`src/ivi_pkg.sv`:
```
// shared types and constants of the vertex to cell interpolator
// no dependencies

package ivi_pkg;

   localparam int unsigned FRAC_BITS_DEFAULT = 16;
   localparam int unsigned MAX_VERTS_DEFAULT = 64;
   localparam int unsigned QUEUE_DEPTH = 4;
   localparam int unsigned DIV_NUM_W = 96;
   localparam int unsigned DIV_DEN_W = 64;

   localparam logic CSR_METHOD = 1'b0;
   localparam logic CSR_USE_WEIGHT = 1'b1;

   typedef struct packed {
      logic [31:0] half_x;
      logic [31:0] half_y;
      logic [31:0] half_z;
      logic signed [31:0] value;
      logic [31:0] weight;
      logic last;
      logic shepard;
      logic use_weight;
      logic coincident;
   } item_type;

endpackage

```
`src/ivi_fifo.sv`:
```
// short queue of classified vertices between front and back end
// depends on ivi_pkg

module ivi_fifo import ivi_pkg::*; #(
   parameter int unsigned DEPTH = QUEUE_DEPTH
) (
   input  logic     clock,
   input  logic     reset,
   input  logic     push,
   input  item_type push_data,
   output logic     full,
   input  logic     pop,
   output item_type head,
   output logic     empty
);

   localparam int unsigned PTR_W = $clog2(DEPTH);

   item_type mem_ff [DEPTH];
   logic [PTR_W-1:0] wr_ff, rd_ff;
   logic [PTR_W:0]   count_ff;
   logic do_push, do_pop;

   assign full = count_ff == (PTR_W+1)'(DEPTH);
   assign empty = count_ff == '0;
   assign do_push = push && !full;
   assign do_pop = pop && !empty;
   assign head = mem_ff[rd_ff];

   always_ff @(posedge clock) begin
      if (do_push) begin
         mem_ff[wr_ff] <= push_data;
      end
   end

   always_ff @(posedge clock) begin
      if (reset) begin
         wr_ff <= '0;
         rd_ff <= '0;
         count_ff <= '0;
      end else begin
         if (do_push) begin
            wr_ff <= (wr_ff == PTR_W'(DEPTH - 1)) ? '0 : wr_ff + 1'b1;
         end
         if (do_pop) begin
            rd_ff <= (rd_ff == PTR_W'(DEPTH - 1)) ? '0 : rd_ff + 1'b1;
         end
         count_ff <= count_ff + (PTR_W+1)'(do_push) - (PTR_W+1)'(do_pop);
      end
   end

endmodule

```
`config.mk`:
```
export PLATFORM = sky130hd
export DESIGN_NAME = ivi_fifo
export DESIGN_NICKNAME = d
export VERILOG_FILES = /design/src/ivi_pkg.sv /design/src/ivi_fifo.sv
export SDC_FILE = /design/constraint.sdc
export NUM_CORES = 1
export LEC_CHECK = 0
export ABC_AREA = 1
export BUFFER_PORTS_ARGS = -buffer_cell sky130_fd_sc_hd__buf_2
export CAP_MARGIN = 20
export CORE_MARGIN = 4
export CORE_UTILIZATION = 45
export CTS_CLUSTER_SIZE = 28
export DETAILED_ROUTE_END_ITERATION = 10
export GPL_TIMING_DRIVEN = 0
export PLACE_DENSITY_LB_ADDON = 0.15
export SETUP_SLACK_MARGIN = 0.4
export SKIP_CTS_REPAIR_TIMING = 1
export SLEW_MARGIN = 20
export SYNTH_ARGS = -nofsm -noshare
export SYNTH_HDL_FRONTEND = slang
export SYNTH_SLANG_ARGS = --single-unit
```
`constraint.sdc`:
```
create_clock -name clock -period 12.3 [get_ports clock]
set_clock_uncertainty 0.2 [all_clocks]
set_input_delay 0 -clock clock [delete_from_list [all_inputs] [get_ports clock]]
set_output_delay 0 -clock clock [all_outputs]
set_load 0.05 [all_outputs]
```
==> impl_metrics.tcl, run 1 <==
set metrics [dict create \
    grt_max_degree 23 \
    relSlewSlack_pct 51.0 \
    tightest_slew_ps 734 \
    synth_cells 1653 \
    ir_drop_mv 0.158 \
    cellPowerDensity_nw_per_um2 238 \
    htreeDepth 3 \
    setup_tns_ps 0 \
    stdcell_count 3155 \
    p_switching_w 0.00316 \
    initial_core_util_pct 45.6 \
    cts_buffers 71 \
    slew_violations 0 \
    worst_setup_path_start_kind "register" \
    firstDrtPassIters 5 \
    endpoint_kind "register" \
    hold_violations 8 \
    gp_congestion 0.755 \
    grt_pass1_wl_um 95600 \
    avgSynthCellArea_um2 14.9 \
    die_area_um2 58500 \
    finalCritPeriodShare_pct 23.8 \
    finish.net_count 2575 \
    core-area_um2 54000 \
    violations "hold timing" \
    clockBufferDepth 3 \
    crit_type "register to register" \
    multi_input_area_um2 4180 \
    p_clk_share_pct 27.3 \
    clockRootBuffer "clkbuf_16" \
    combPwrFrac_pct 37.1 \
    critPathArrivalTime_ps 3010 \
    design_area_um2 33400 \
    required_ps 12390 \
    grt-ovfl-total 0 \
    syn_nets 1829 \
    yosysTopAreaCellShare_pct 80.0 \
    seq_power_share_pct 35.5 \
    setup_viol 0 \
    critPathMaxFanout 22 \
    netlist_area_um2 24600 \
    die_y_um 242 \
    slowest_stage "nor2_4" \
    drcViolationCount 0 \
    path_delay_family "simple AND/OR/NAND/NOR gates" \
    wl_per_cell_um 21.2 \
    cts_tree "yes" \
    cp_num_buf_inv 4 \
    n_fill_cell 4134 \
    status "finished with violations" \
    hpwl_um 42100 \
    path_cells "nor2_1 > nand2_1 > nand2_1 > nor2_4 > buf_16 > buf_12 > buf_16 > buf_12" \
    drt_iter0_drc 1240 \
    cpPeakStageDelay_ps 650 \
    synth_top_area_cell "edfxtp_1" \
    rsz0062_at_grt "false" \
    leakagePower_nw 12.0 \
    switching_share_pct 39.8 \
    synth_area_leaders "edfxtp_1, nor2_1, o22ai_1, o21ai_1, o21ai_0" \
    rows 85 \
    worstHoldPathType "input pin to register" \
    synth.yosys.seq_area_share_pct 80.8 \
    drv_cap 0 \
    dp_cells 2716 \
    seq_area_um2 19900 \
    cts.sinks 665 \
    grt_usage_pct 21.4 \
    via_per_inst 5.31 \
    min_period_ps 2920 \
    die_w_um 242 \
    clkTransAtPathRegs_ps 60 \
    wirelength_um 67000 \
    via_count 16700 \
    areaGrowthSynthToFinish_pct 35.8 \
    ys_types 21 \
    grt_pass1_vias 15400 \
    whs_ps -2.67 \
    pin_count 334 \
    yosys_warnings 0 \
    antenna_found_initial 8 \
    fin_util_pct 61.9 \
    port_buffers 333 \
    synth_seq_cells 665 \
    ant_nets 0 \
    worstSkewPairLatency_ps 590 \
    intPower_w 0.00479 \
    fmax_ghz 0.342 \
    drive_gt1_share_pct 22.3 \
    placed_area_um2 28000 \
]
-- power by group through the flow --
stage	Clock [W]	Combinational (W)	Sequential, W
2_1_floorplan	0	0.00194	0.00293
5_1_grt	0.00231	0.00313	0.00284
3_3_place_gp	0	0.00277	0.00301
3_5_place_dp	0	0.00289	0.00287
4_1_cts	0.00221	0.00290	0.00282
6_report	0.00217	0.00295	0.00282
-- synthesized netlist by cell type --
cell      count
fa_1          1
or2_2         1
o22ai_1     164
o21ai_0     159
nand3_1       1
nor2_1      344
dfxtp_1       9
a21oi_1       3
buf_4         6
nand3b_1      2
o21ai_1     169
buf_2        50
clkbuf_1     40
buf_6         1
inv_2         1
clkbuf_2     11
xnor2_1       1
inv_1        17
ha_1          7
nand2_1      10
edfxtp_1    656
-- cells by family (layout without fill, tap and decap cells) --
family | count (synthesis) | after routing | synth area share, %
AOI/OAI and AO/OA | 495 | 495 | 10.9
xor gates and xnor gates | 1 | 1 | 0.0356
adders and majority gates | 8 | 8 | 0.437
buffers and inverters | 126 | 925 | 2.35
DFF | 665 | 665 | 80.8
other | 0 | 7 | 0
and+or+nand+nor | 358 | 358 | 5.51
-- worst register-to-register path: cells and delay by family (launching register included) --
kind                   cells  cell delay, ps
buffers and inverters      4             850
DFF                        1             380
and+or+nand+nor            4            1170
-- stage by stage --
| stage | total power [W] | setup slack, ps |
|---|---|---|
| global placement | 0.00578 | -2330 |
| CTS | 0.00794 | 9330 |
| finish | 0.00795 | 9380 |
| global route | 0.00828 | 9220 |
| floorplan | 0.00488 | 3940 |
| detailed placement | 0.00576 | 9360 |
-- final cells by class --
type | count | share of cell area, %
Clock buffer | 85 | 5.73
Clock inverter | 41 | 1.41
Multi-Input combinational cell | 862 | 12.5
Inverter | 18 | 0.202
Sequential cell | 665 | 59.5
Timing Repair Buffer | 673 | 16.5
Antenna cell | 7 | 0.0524
Tap cell | 696 | 2.60
Buffer | 108 | 1.53
-- cell usage in the layout (no fill, tap or decap) --
cell type,netlist,final
clkinv_8,0,2
or2_2,1,1
o22ai_1,164,164
nand2_1,10,10
nor2_4,0,4
nand3_1,1,1
buf_12,0,20
o21ai_0,159,159
dfxtp_1,9,9
buf_6,1,1
diode_2,0,7
clkbuf_1,40,50
ha_1,7,7
nand3b_1,2,2
buf_4,6,6
buf_2,50,383
clkbuf_2,11,11
clkinvlp_4,0,3
xnor2_1,1,1
inv_1,17,17
clkinv_2,0,16
inv_2,1,1
bufinv_16,0,10
fa_1,1,1
nor2_1,344,340
dlygate4sd3_1,0,306
buf_16,0,14
a21oi_1,3,3
clkinv_1,0,10
edfxtp_1,656,656
clkbuf_16,0,75
o21ai_1,169,169
-- state kept, by name (all words and copies together), names as in the netlist, named ones only --
register and cells:
count_ff 3, mem_ff 656, rd_ff 2, wr_ff 2
-- layer usage --
layer	track usage [%]	wire, µm	vias up
met3	6.23	5240	123
li1	-	-	7778
met2	35.0	33400	619
met1	28.1	26800	8224
met4	6.40	1590	4
met5	0	21	-
-- path summary, 6_finish.rpt --
check / from / cells after the start / slack (ps) / end
max: count_ff[1] / 8 / 9380 / mem_ff[0][145]
min: push_data[85] / 2 / -3 / mem_ff[3][85]
max reg2reg: count_ff[1] / 8 / 9380 / mem_ff[0][145]
min reg2reg: rd_ff[1] / 2 / 340 / rd_ff[1]
Power figures use the tool's default switching activity.
==> run 2, diff against run 1 <==
clock period = 2.5 ns   (was 12.3 ns; I/O delays follow)
==> run 2 against run 1 <==
Effect of this change:
- the flow still finishes with violations (hold timing)
- power rose to 5.3 times the previous value
- clock-buffer cell count rose by 3
- largest cell class unchanged
- die area did not move
- critical path depth fell by 1
- routed wire length rose by 5.7%
- first-iteration DRC count fell by 9.8%
- flip-flop and latch count did not move
- core utilization rose by 5.0 points
- highest routed layer unchanged
==> impl_metrics.tcl, run 2 (synthesis gave the netlist of run 1 again) <==
set metrics [dict create \
    fmax_ghz 0.416 \
    pin_count 334 \
    worstSkewPairLatency_ps 580 \
    switching_share_pct 39.5 \
    pre_cts_slack_ps 82.4 \
    relSlewSlack_pct 53.5 \
    drive_gt1_share_pct 31.3 \
    die_y_um 242 \
    met3_length_um 4490 \
    initial_core_util_pct 45.6 \
    path_cells "buf_12 > buf_6 > buf_16 > buf_6 > nor2_1 > o22ai_1 > buf_4" \
    r2r-start "count_ff[1]" \
    slowest_stage "dfxtp_4" \
    setup_viol 0 \
    worstHoldPathType "input pin to register" \
    worst_setup_path_start_kind "register" \
    finalCritPeriodShare_pct 96.1 \
    hold_violations 8 \
    regMostFlops "mem_ff" \
    stdcell_count 3173 \
    drcViolationCount 0 \
    placed_area_um2 28100 \
    cts_buffers 71 \
    firstDrtPassIters 5 \
    hpwl_um 41800 \
    core-area_um2 54000 \
    min_from "push_data[84]" \
    tightest_slew_ps 696 \
    rr_worst_depth 7 \
    areaGrowthSynthToFinish_pct 46.8 \
    rsz0062_at_grt "true" \
    seq_power_share_pct 33.3 \
    combPwrFrac_pct 44.0 \
    slew_violations 0 \
    grt_pass1_wl_um 95800 \
    min_to "mem_ff[0][84]" \
    largest_reg_flops 656 \
    ant_nets 0 \
    htreeDepth 3 \
    violations "hold timing" \
    cpPeakStageDelay_ps 420 \
    top_layer_used "met5" \
    grt_pass1_vias 15500 \
    design_area_um2 36100 \
    finish.net_count 2601 \
    setup_slack_ps 97.1 \
    reg.largest.list "mem_ff (656), count_ff (3)" \
    wl_met2_um 36200 \
    layout_commonest_cell "edfxtp_1" \
    via_count 17000 \
    via_per_inst 5.37 \
    intPower_w 0.0254 \
    port_buffers 333 \
    dp_cells 2719 \
    cts_tree "yes" \
    status "finished with violations" \
    wl_per_cell_um 22.3 \
    n_fill_cell 3782 \
    r2r_end "mem_ff[2][68]" \
    r2r_slack_ps 120 \
    p_clk_share_pct 22.7 \
    antenna_found_initial 5 \
    wirelength_um 70900 \
    die_w_um 242 \
    cts.sinks 665 \
    grt_usage_pct 21.4 \
    fin_util_pct 66.9 \
    min_period_ps 2400 \
    critPathArrivalTime_ps 2200 \
    drt_iter0_drc 1119 \
    leakagePower_nw 13.1 \
    ir_drop_mv 1.04 \
    endpoint_kind "primary output" \
    rows 85 \
    clockBufferDepth 3 \
    grt_max_degree 23 \
    layout_common_cells "edfxtp_1, nor2_1, dlygate4sd3_1" \
    whs_ps -13.1 \
    crit_type "register to primary output" \
    cellPowerDensity_nw_per_um2 1160 \
    critPathMaxFanout 10 \
    clockRootBuffer "clkbuf_16" \
    crit_path_frequent_cell "buf_6" \
    hold_path_depth 2 \
    clkTransAtPathRegs_ps 60 \
    p_switching_w 0.0165 \
    wl_met1_um 28600 \
    required_ps 2300 \
    drv_cap 0 \
    grt-ovfl-total 0 \
    gp_congestion 0.770 \
    die_area_um2 58500 \
]
## run 2: cell types whose count changed in the layout (fill, tap and decap cells not counted), moves of 23 or more
cell / change
clkbuf_4: +45
o21ai_1: -52
nor2_1: -42
o22ai_1: -62
o21ai_2: +48
buf_6: +79
clkbuf_1: -35
o22ai_2: +59
buf_4: +49
buf_2: -174
nor2_2: +23
## run 2: cell type report
class / count / area (µm²) / share of cell area, %
Antenna cell: 7 / 17.5 / 0.0485
Buffer: 108 / 1300 / 3.61
Clock buffer: 88 / 1880 / 5.21
Clock inverter: 30 / 173 / 0.478
Inverter: 18 / 97.6 / 0.270
Multi-Input combinational cell: 862 / 5110 / 14.1
Sequential cell: 665 / 19900 / 55.1
Tap cell: 696 / 871 / 2.41
Timing Repair Buffer: 698 / 6770 / 18.7
Timing Repair inverter: 1 / 16.3 / 0.0450
## run 2: worst max-delay path by stage
| stage | start | endpoint | slack (ps) |
|---|---|---|---|
| detailed placement | wr_ff[0] | mem_ff[2][75] | 80 |
| global placement | count_ff[1] | mem_ff[0][75] | -3370 |
| global route | count_ff[1] | mem_ff[2][63] | 8 |
| CTS | register | head[153] | -380 |
| floorplan | count_ff[1] | mem_ff[0][0] | -1160 |
| finish | register | head[69] | 100 |
## run 2: power by group through the flow
stage | registers [W] | clock network [W] | logic [W]
global route | 0.0140 | 0.0102 | 0.0193
CTS | 0.0139 | 0.00968 | 0.0144
floorplan | 0.0142 | 0 | 0.00960
detailed placement | 0.0141 | 0 | 0.0143
global placement | 0.0143 | 0 | 0.0137
finish | 0.0140 | 0.00950 | 0.0184
## run 2: routing by layer
| layer | vias up | global-route usage [%] |
|---|---|---|
| met5 | - | 0 |
| met4 | 4 | 6.97 |
| met3 | 94 | 5.02 |
| met2 | 548 | 35.5 |
| met1 | 8539 | 28.2 |
| li1 | 7851 | - |
## run 2: through the flow
step / setup TNS (ps) / total power (W)
2_1_floorplan: -753980 / 0.0238
3_3_place_gp: -2141410 / 0.0280
3_5_place_dp: 0 / 0.0285
4_1_cts: -28160 / 0.0380
5_1_grt: 0 / 0.0436
6_report: 0 / 0.0419
## run 2: critical path: cells and delay by family, from the launching register on
kind                   cells  cell delay (ps)
buffers and inverters      5              890
flip-flops                 1              420
AND/OR/NAND/NOR            1               70
AO/OA/AOI/OAI              1              210
