--- config.mk ---
export PLATFORM = sky130hd
export DESIGN_NAME = ivi_front
export DESIGN_NICKNAME = d
export VERILOG_FILES = /design/src/ivi_pkg.sv /design/src/ivi_front.sv
export SDC_FILE = /design/constraint.sdc
export NUM_CORES = 1
export LEC_CHECK = 0
export ABC_CLOCK_PERIOD_IN_PS = 9950
export BUFFER_PORTS_ARGS = -buffer_cell sky130_fd_sc_hd__buf_4
export CORE_AREA = 2 2 165 167
export CTS_BUF_LIST = sky130_fd_sc_hd__clkbuf_16
export DETAILED_ROUTE_END_ITERATION = 10
export DIE_AREA = 0 0 167 169
export PLACE_DENSITY = 0.74
export SYNTH_ARGS = -nofsm -noshare
export SYNTH_HDL_FRONTEND = slang
export SYNTH_SLANG_ARGS = --single-unit
--- constraint.sdc ---
create_clock -name clock -period 9.95 [get_ports clock]
set_input_delay 1.99 -clock clock [delete_from_list [all_inputs] [get_ports clock]]
set_output_delay 1.99 -clock clock [all_outputs]
set_load 0.01 [all_outputs]
--- src/ivi_pkg.sv ---
// shared types and constants of the vertex to cell interpolator
// no dependencies

package ivi_pkg;

   localparam int unsigned FRAC_BITS_DEFAULT = 16;
   localparam int unsigned MAX_VERTS_DEFAULT = 64;
   localparam int unsigned QUEUE_DEPTH = 4;
   localparam int unsigned DIV_NUM_W = 96;
   localparam int unsigned DIV_DEN_W = 64;

   localparam logic CSR_METHOD = 1'b0;
   localparam logic CSR_USE_WEIGHT = 1'b1;

   typedef struct packed {
      logic [31:0] half_x;
      logic [31:0] half_y;
      logic [31:0] half_z;
      logic signed [31:0] value;
      logic [31:0] weight;
      logic last;
      logic shepard;
      logic use_weight;
      logic coincident;
   } item_type;

endpackage

--- src/ivi_front.sv ---
// front end: configuration registers and vertex classification
// depends on ivi_pkg

module ivi_front import ivi_pkg::*; (
   input  logic               clock,
   input  logic               reset,
   input  logic               csr_write_enable,
   input  logic               csr_index,
   input  logic               csr_write_data,
   input  logic signed [31:0] req_vertex_x,
   input  logic signed [31:0] req_vertex_y,
   input  logic signed [31:0] req_vertex_z,
   input  logic signed [31:0] req_centre_x,
   input  logic signed [31:0] req_centre_y,
   input  logic signed [31:0] req_centre_z,
   input  logic signed [31:0] req_vertex_value,
   input  logic [31:0]        req_vertex_weight,
   input  logic               req_last_vertex,
   output item_type           entry
);

   logic method_ff;
   logic use_weight_ff;
   logic [31:0] hx, hy, hz;
   logic zx, zy, zz;

   function automatic logic [31:0] half_abs(input logic signed [31:0] a,
                                            input logic signed [31:0] b);
      logic signed [32:0] d;
      logic [32:0] m;
      logic [33:0] s;
      d = 33'(a) - 33'(b);
      m = d[32] ? 33'(-d) : 33'(d);
      s = 34'(m) + 34'd1;
      return s[32:1];
   endfunction

   always_ff @(posedge clock) begin
      if (reset) begin
         method_ff <= 1'b0;
         use_weight_ff <= 1'b0;
      end else if (csr_write_enable) begin
         case (csr_index)
            CSR_METHOD: method_ff <= csr_write_data;
            CSR_USE_WEIGHT: use_weight_ff <= csr_write_data;
            default: ;
         endcase
      end
   end

   assign hx = half_abs(req_vertex_x, req_centre_x);
   assign hy = half_abs(req_vertex_y, req_centre_y);
   assign hz = half_abs(req_vertex_z, req_centre_z);
   assign zx = req_vertex_x == req_centre_x;
   assign zy = req_vertex_y == req_centre_y;
   assign zz = req_vertex_z == req_centre_z;

   always_comb begin
      entry.half_x = hx;
      entry.half_y = hy;
      entry.half_z = hz;
      entry.value = req_vertex_value;
      entry.weight = req_vertex_weight;
      entry.last = req_last_vertex;
      entry.shepard = method_ff;
      entry.use_weight = use_weight_ff;
      entry.coincident = method_ff && zx && zy && zz;
   end

endmodule

==> impl_summary.txt, run 1 <==
----------------------------------------------------
[Final layout]
  Layout fillers ... around 2700
  Register cell area after layout ... between 40 and 50 um2
  Share of cells above drive strength 1 ... 17.3%
  Number of standard cells in the final layout excluding fillers ... ~2500
  Count of nets after finishing ... 2480
  Area grow syn2layout ... 16.1%
  Footprint of the multi-input gates ... roughly 11000 um2
  Diodes inserted ... 0

[Clocking]
  Number of buffers inserted during clock tree synthesis ... 3
  Root buffer cell ... clkbuf_16
  Hold-fix buffers, CTS ... 0
  Register clock-pin slew on the reported worst setup and hold paths ... around 0.030 ns
  Post-CTS Setup Bufs ... 0
  Total of cells resized after clock tree synthesis ... 0
  Max Buffers Root-to-Sink ... 2
  Clock sinks ... 2
  Clock tree from TritonCTS ... yes
  H-tree Lvls ... 1
  Insertion delay of the later-clocked pin in the worst-skew pair ... 0.22 ns

[STA]
  Actual transition at the worst max-transition pin ... around 1.2 ns
  Clock period minus final worst setup slack ... a little over 9 ns
  Worst Setup Slack, final ... between 0.6 and 0.7 ns
  Fin Setup TNS ... 0 ns
  Final setup vio count ... 0
  Worst-case clock skew ... 0 ns
  Worst slew margin ... between 20% and 30%
  Maximum operating frequency ... around 0.11 GHz
  Final cycle utilization of the critical path ... 93.4%
  Post-route worst hold slack ... around 0.47 ns
  Number of hold violations in the final report ... 0
  Number of max-slew violations in the final report ... 0
  Unrepaired setup endpoints after global routing ... no

[Setup path]
  Crit path to ... entry[131]
  R2r endpoint ... method_ff$_SDFFE_PP0P_
  Startpoint Class ... input port
  First element of the critical path ... req_vertex_y[0]
  Worst EP required ... slightly below 8 ns
  Capturing element type of the critical path ... output port
  R2R Path Start ... method_ff$_SDFFE_PP0P_
  Worst reg2reg setup slack ... ~9.3 ns
  Maximum fanout along the worst path ... 11
  Data arrival, critical path ... between 7 and 8 ns
  Worst Reg-to-Reg Cells ... 2
  Type of the setup path with the least slack ... in2out

[Logic synthesis]
  Gate Count Post-Synth ... around 2000
  Prevailing post-synth register cell ... dfxtp_1
  Net count after synthesis ... approximately 2300
  Number of unique standard cell types used by synthesis ... 96
  Area leader, netlist ... ha_1
  Synth warn ... 0
  Average footprint of a synthesized cell ... about 6.4 um2
  Share of synthesized registers carrying an async set or reset ... 0%
  Flops & latches, synth ... 2
  Most frequent cells after synthesis ... 172 x nor2_1, 163 x a21oi_1, 159 x nand2_1, 134 x xnor2_1, 132 x inv_1
  Synth top area share ... 10.2%
  Most common cell in the synthesized netlist ... nor2_1
  Mapped Area ... around 13000 um2
  Number of synthesized flops with an enable pin ... 0
  Proportion of synthesized chip area in sequential cells ... less than 1%
  Largest cells by area after synthesis ... ha_1 10%, xnor2_1 9.4%, a21oi_1 6.5%, xor2_1 5.7%, nor2_1 5.2%

[Drt]
  DRC violation count after routing ... 0
  Violation count after the first detailed-route iteration ... 1146
  Detail-routed net length per standard cell ... about 17 um
  Via count ... roughly 15000
  Routed Antenna Nets ... 0
  Sum of routed wire length over all layers ... 42800 um
  Routed vias/inst ... between 6 and 7
  Router iterations before antenna repair ... 6

[Hold path]
  Path type of the worst min-delay path ... reg2reg

[Global routing]
  GR met1 Demand/Resource ... a little over a third
  Met3 capacity usage during global routing ... under 10%
  Overall global routing resource usage ... 28.3%
  GR Layer Usage met2 ... between 50 and 60%
  Antenna violations before repair ... 0
  First-pass GRT wire length ... 68200 um
  Most Crowded Layer GR ... met2
  Total congestion overflow ... 0
  Pin count of the biggest net entering global routing ... 25
  Via count of the first global-routing pass ... roughly 14000

[Power]
  Peak supply drop ... approximately 0.11 mV
  Total Power ... 1.59 mW
  Static power due to leakage ... between 6 and 7 nW
  Power per cell area ... 109 nW/um2

[Die]
  DIE HEIGHT ... about 170 um
  Core ar. ... ~27000 um2
  Top Ports ... 426
  Die width ... 167 um
  Site row count ... 60
  Initial Util ... roughly 47%
  Overall die area ... around 28000 um2

[Status]
  Result of the run ... completed

[Placed design]
  Setup WS pre-CTS ... 0.725 ns
  Number of I/O port buffers ... slightly below 300
  Instance count after placement with tap cells included ... 2449
  Detailed placement HPWL ... approximately 36000 um
  Final weighted congestion in routability-driven placement ... about 1.0

[Run]
  Max Cap Viol ... 0

----------------------------------------------------
[kinds of logic after synthesis]
logic type / share of synthesized area, %
buf+inv: 10.7
simple gates: 30.7
flops: 0.320
fa+ha+maj: 10.7
xor+xnor: 15.1
compound gates: 30.9
mux: 1.59
[worst max-delay path, stage by stage]
cell and delay (ns):
buf_4 0.08, inv_1 0.03, ha_1 0.21, fa_1 0.43, nand2b_1 0.18, a211oi_1 0.52
o21ai_0 0.24, a32oi_2 0.26, or3b_1 0.53, or4_4 0.64, nor4_2 0.23, a31oi_1 0.15
o31a_1 0.35, a31oi_1 0.25, nand3_1 0.19, or4_4 0.59, o32ai_2 0.26, buf_4 0.15
[layout by cell type, fill, tap and decap left out, drive strengths merged, types with 24 or more instances in the layout]
master / count
and2: 28
nor4: 32
nand4: 48
o21a: 24
buf: 312
nor3: 63
o21ai: 116
nand3: 74
and3: 25
inv: 132
nand2: 159
xor2: 82
a21oi: 163
xnor2: 134
a21o: 31
ha: 102
nor2: 172
[power breakdown]
group,leakage [nW],internal (mW),switching (mW),total (mW)
Combinational,6.14,0.648,0.869,1.52
Clock,0.0370,0.0511,0.00898,0.0601
Sequential,0.0164,0.00847,0.000295,0.00877
Total,6.19,0.707,0.878,1.59
[area by class of cell]
cell class | instances | area share [%]
repair buffers | 312 | 16.1
multi-input cells | 1662 | 76.8
well taps | 341 | 2.93
flip-flops and latches | 2 | 0.275
inverters | 132 | 3.41
clock buffers | 3 | 0.516
[worst min-delay path by stage]
stage,from,to,depth (start not counted)
after CTS,use_weight_ff$_SDFFE_PP0P_,use_weight_ff$_SDFFE_PP0P_,2
after global routing,use_weight_ff$_SDFFE_PP0P_,use_weight_ff$_SDFFE_PP0P_,2
final,use_weight_ff$_SDFFE_PP0P_,use_weight_ff$_SDFFE_PP0P_,2
after floorplan,use_weight_ff$_SDFFE_PP0P_,use_weight_ff$_SDFFE_PP0P_,2
after detailed placement,use_weight_ff$_SDFFE_PP0P_,use_weight_ff$_SDFFE_PP0P_,2
after global placement,use_weight_ff$_SDFFE_PP0P_,use_weight_ff$_SDFFE_PP0P_,2
[per-stage QoR]
stage	util (%)	area [um2]
6_report	54.9	14500
5_1_grt	54.9	14500
4_1_cts	54.9	14500
3_5_place_dp	54.6	14500
3_3_place_gp	54.6	14500
2_1_floorplan	-	12500
[layer usage]
layer / vias up / part of all wire [%]
met5: - / 0
met4: 0 / 2.7
met3: 80 / 6.8
met2: 635 / 48
met1: 7077 / 43
li1: 7431 / -
[state kept, by name, indices dropped and copies added (netlist names)]
signal	cells
method_ff	1
use_weight_ff	1
No activity file was read; power rests on OpenSTA's default activity.
==> inputs of run 2 (changes only) <==
==> config.mk (replaced) <==
export PLATFORM = sky130hd
export DESIGN_NAME = ivi_front
export DESIGN_NICKNAME = d
export VERILOG_FILES = /design/src/ivi_pkg.sv /design/src/ivi_front.sv
export SDC_FILE = /design/constraint.sdc
export NUM_CORES = 1
export LEC_CHECK = 0
export ABC_CLOCK_PERIOD_IN_PS = 7800
export BUFFER_PORTS_ARGS = -buffer_cell sky130_fd_sc_hd__buf_4
export CORE_AREA = 2 2 163 165
export CTS_BUF_LIST = sky130_fd_sc_hd__clkbuf_16
export DETAILED_ROUTE_END_ITERATION = 10
export DIE_AREA = 0 0 165 167
export GPL_TIMING_DRIVEN = 0
export PLACE_DENSITY = 0.79
export SYNTH_ARGS = -nofsm -noshare
export SYNTH_HDL_FRONTEND = slang
export SYNTH_SLANG_ARGS = --single-unit
==> constraint.sdc (replaced) <==
create_clock -name clock -period 7.8 [get_ports clock]
set_input_delay 1.56 -clock clock [delete_from_list [all_inputs] [get_ports clock]]
set_output_delay 1.56 -clock clock [all_outputs]
set_load 0.01 [all_outputs]
==> run 2 against run 1 <==
Wire length rose by 12%. Cell area rose by 18%. Die area fell by 2.4%.
==> impl_summary.txt, run 2 (synthesized netlist as in run 1, its figures left out) <==
----------------------------------------------------
[STA]
  Final setup vio count ... 0
  Worst slew margin ... 15.9%
  Maximum operating frequency ... ~0.13 GHz
  Number of max-slew violations in the final report ... 0
  Clock period minus final worst setup slack ... around 7.8 ns
  Fin Setup TNS ... 0 ns
  Worst-case clock skew ... 0 ns
  Actual transition at the worst max-transition pin ... between 1 and 1.5 ns
  Unrepaired setup endpoints after global routing ... yes
  Worst Setup Slack, final ... between 0.02 and 0.025 ns
  Final cycle utilization of the critical path ... 99.7%
  Number of hold violations in the final report ... 0
  Post-route worst hold slack ... 0.463 ns

[Clocking]
  Register clock-pin slew on the reported worst setup and hold paths ... around 0.030 ns
  Number of buffers inserted during clock tree synthesis ... 3
  Max Buffers Root-to-Sink ... 2
  Root buffer cell ... clkbuf_16
  Insertion delay of the later-clocked pin in the worst-skew pair ... roughly 0.22 ns
  Clock tree from TritonCTS ... yes
  H-tree Lvls ... 1
  Clock sinks ... 2

[Global routing]
  First-pass GRT wire length ... around 73000 um
  Antenna violations before repair ... 1
  Total congestion overflow ... 0
  Most Crowded Layer GR ... met2
  GR Layer Usage met2 ... between 50% and 60%
  Pin count of the biggest net entering global routing ... 11
  Via count of the first global-routing pass ... 15300
  Overall global routing resource usage ... 31.6%
  Met3 capacity usage during global routing ... ~2.8%
  GR met1 Demand/Resource ... 39.0%

[Setup path]
  Worst reg2reg setup slack ... 7.15 ns
  Data arrival, critical path ... between 6 and 7 ns
  Startpoint Class ... input port
  Capturing element type of the critical path ... output port
  Type of the setup path with the least slack ... in2out
  Worst EP required ... ~6.2 ns
  Maximum fanout along the worst path ... 9

[Final layout]
  Total non-filler cell area in the finished layout ... 17200 um2
  Area grow syn2layout ... 37.5%
  Number of standard cells in the final layout excluding fillers ... between 2000 and 3000
  Share of cells above drive strength 1 ... about 30%
  Count of nets after finishing ... around 2700
  Registers with the highest flip-flop counts ... method_ff x1, use_weight_ff x1
  Most frequent standard cell in the layout excluding fill and tap cells ... buf_4
  Core occupancy in the finished layout ... between 60% and 70%
  Leading cell types in the layout, fill and taps excluded ... 490 x buf_4, 169 x nor2_1, 155 x nand2_1
  Layout fillers ... 2358

[Placed design]
  Standard cell area after detailed placement ... 15600 um2
  Final weighted congestion in routability-driven placement ... approximately 0.96
  Number of I/O port buffers ... 360
  Setup WS pre-CTS ... -1.48 ns
  Instance count after placement with tap cells included ... around 2600
  Detailed placement HPWL ... 38600 um

[Die]
  Site row count ... 59
  Top Ports ... 426
  Core ar. ... 25800 um2
  Overall die area ... between 20000 and 30000 um2
  Initial Util ... between 40% and 50%
  DIE HEIGHT ... roughly 170 um
  Die width ... 165 um

[Run]
  Max Cap Viol ... 0

[Drt]
  Via count ... 16400
  Sum of routed wire length over all layers ... roughly 48000 um
  Routed vias/inst ... ~6
  Routed Antenna Nets ... 0
  Router iterations before antenna repair ... 7
  Detail-routed net length per standard cell ... about 18 um
  Violation count after the first detailed-route iteration ... 1323
  DRC violation count after routing ... 0

[Hold path]
  Path type of the worst min-delay path ... reg2reg

[Power]
  Power per cell area ... ~130 nW/um2
  Static power due to leakage ... between 7 and 8 nW
  Peak supply drop ... 0.149 mV
  Total Power ... between 2 and 2.5 mW

[Status]
  Result of the run ... completed

----------------------------------------------------
==> run 2: layout make-up <==
type	instances	area (um2)	share of cell area, %
Antenna cell	1	2.50	0.0145
Tap cell	335	419	2.43
Timing Repair Buffer	426	3230	18.7
Clock buffer	3	75.1	0.436
Sequential cell	2	40.0	0.233
Inverter	132	498	2.89
Buffer	119	754	4.38
Multi-Input combinational cell	1662	12200	70.9
==> run 2: path summary, 6_finish.rpt <==
kind | from | endpoint | cells after the start
max | req_vertex_y[2] | entry[131] | 19
min | use_weight_ff$_SDFFE_PP0P_ | use_weight_ff$_SDFFE_PP0P_ | 2
max reg2reg | method_ff$_SDFFE_PP0P_ | method_ff$_SDFFE_PP0P_ | 2
min reg2reg | use_weight_ff$_SDFFE_PP0P_ | use_weight_ff$_SDFFE_PP0P_ | 2
==> run 2: report_power, final <==
part           total, mW  internal, mW  switching [mW]
Combinational       2.22         0.966            1.26
Clock             0.0769        0.0652          0.0117
Sequential        0.0113        0.0108        0.000457
Total               2.31          1.04            1.27
==> run 2: routing by layer <==
layer,vias to the layer above,wire [um]
met5,-,0
met4,0,1480
met3,97,3620
met2,763,23400
met1,7609,19200
li1,7886,-
==> run 2: repair_timing <==
action                     4_1_cts  5_1_grt
setup endpoints to repair       69       44
gates cloned                     0        0
setup buffers                   23       43
pin swaps                       24       38
hold buffers                     0        0
gates resized for setup         99      148
==> run 2: critical path: stages <==
cell and delay [ns]:
buf_4 0.11, ha_1 0.27, buf_2 0.19, nor2b_1 0.17
o221a_1 0.27, o21ai_2 0.26, a211oi_2 0.23, or3b_4 0.44
buf_6 0.13, or4_4 0.55, buf_12 0.15, nor4_4 0.23
a31oi_1 0.12, o31a_1 0.28, a31oi_2 0.21, nand3_2 0.11
or4_4 0.55, o32ai_2 0.22, buf_4 0.16
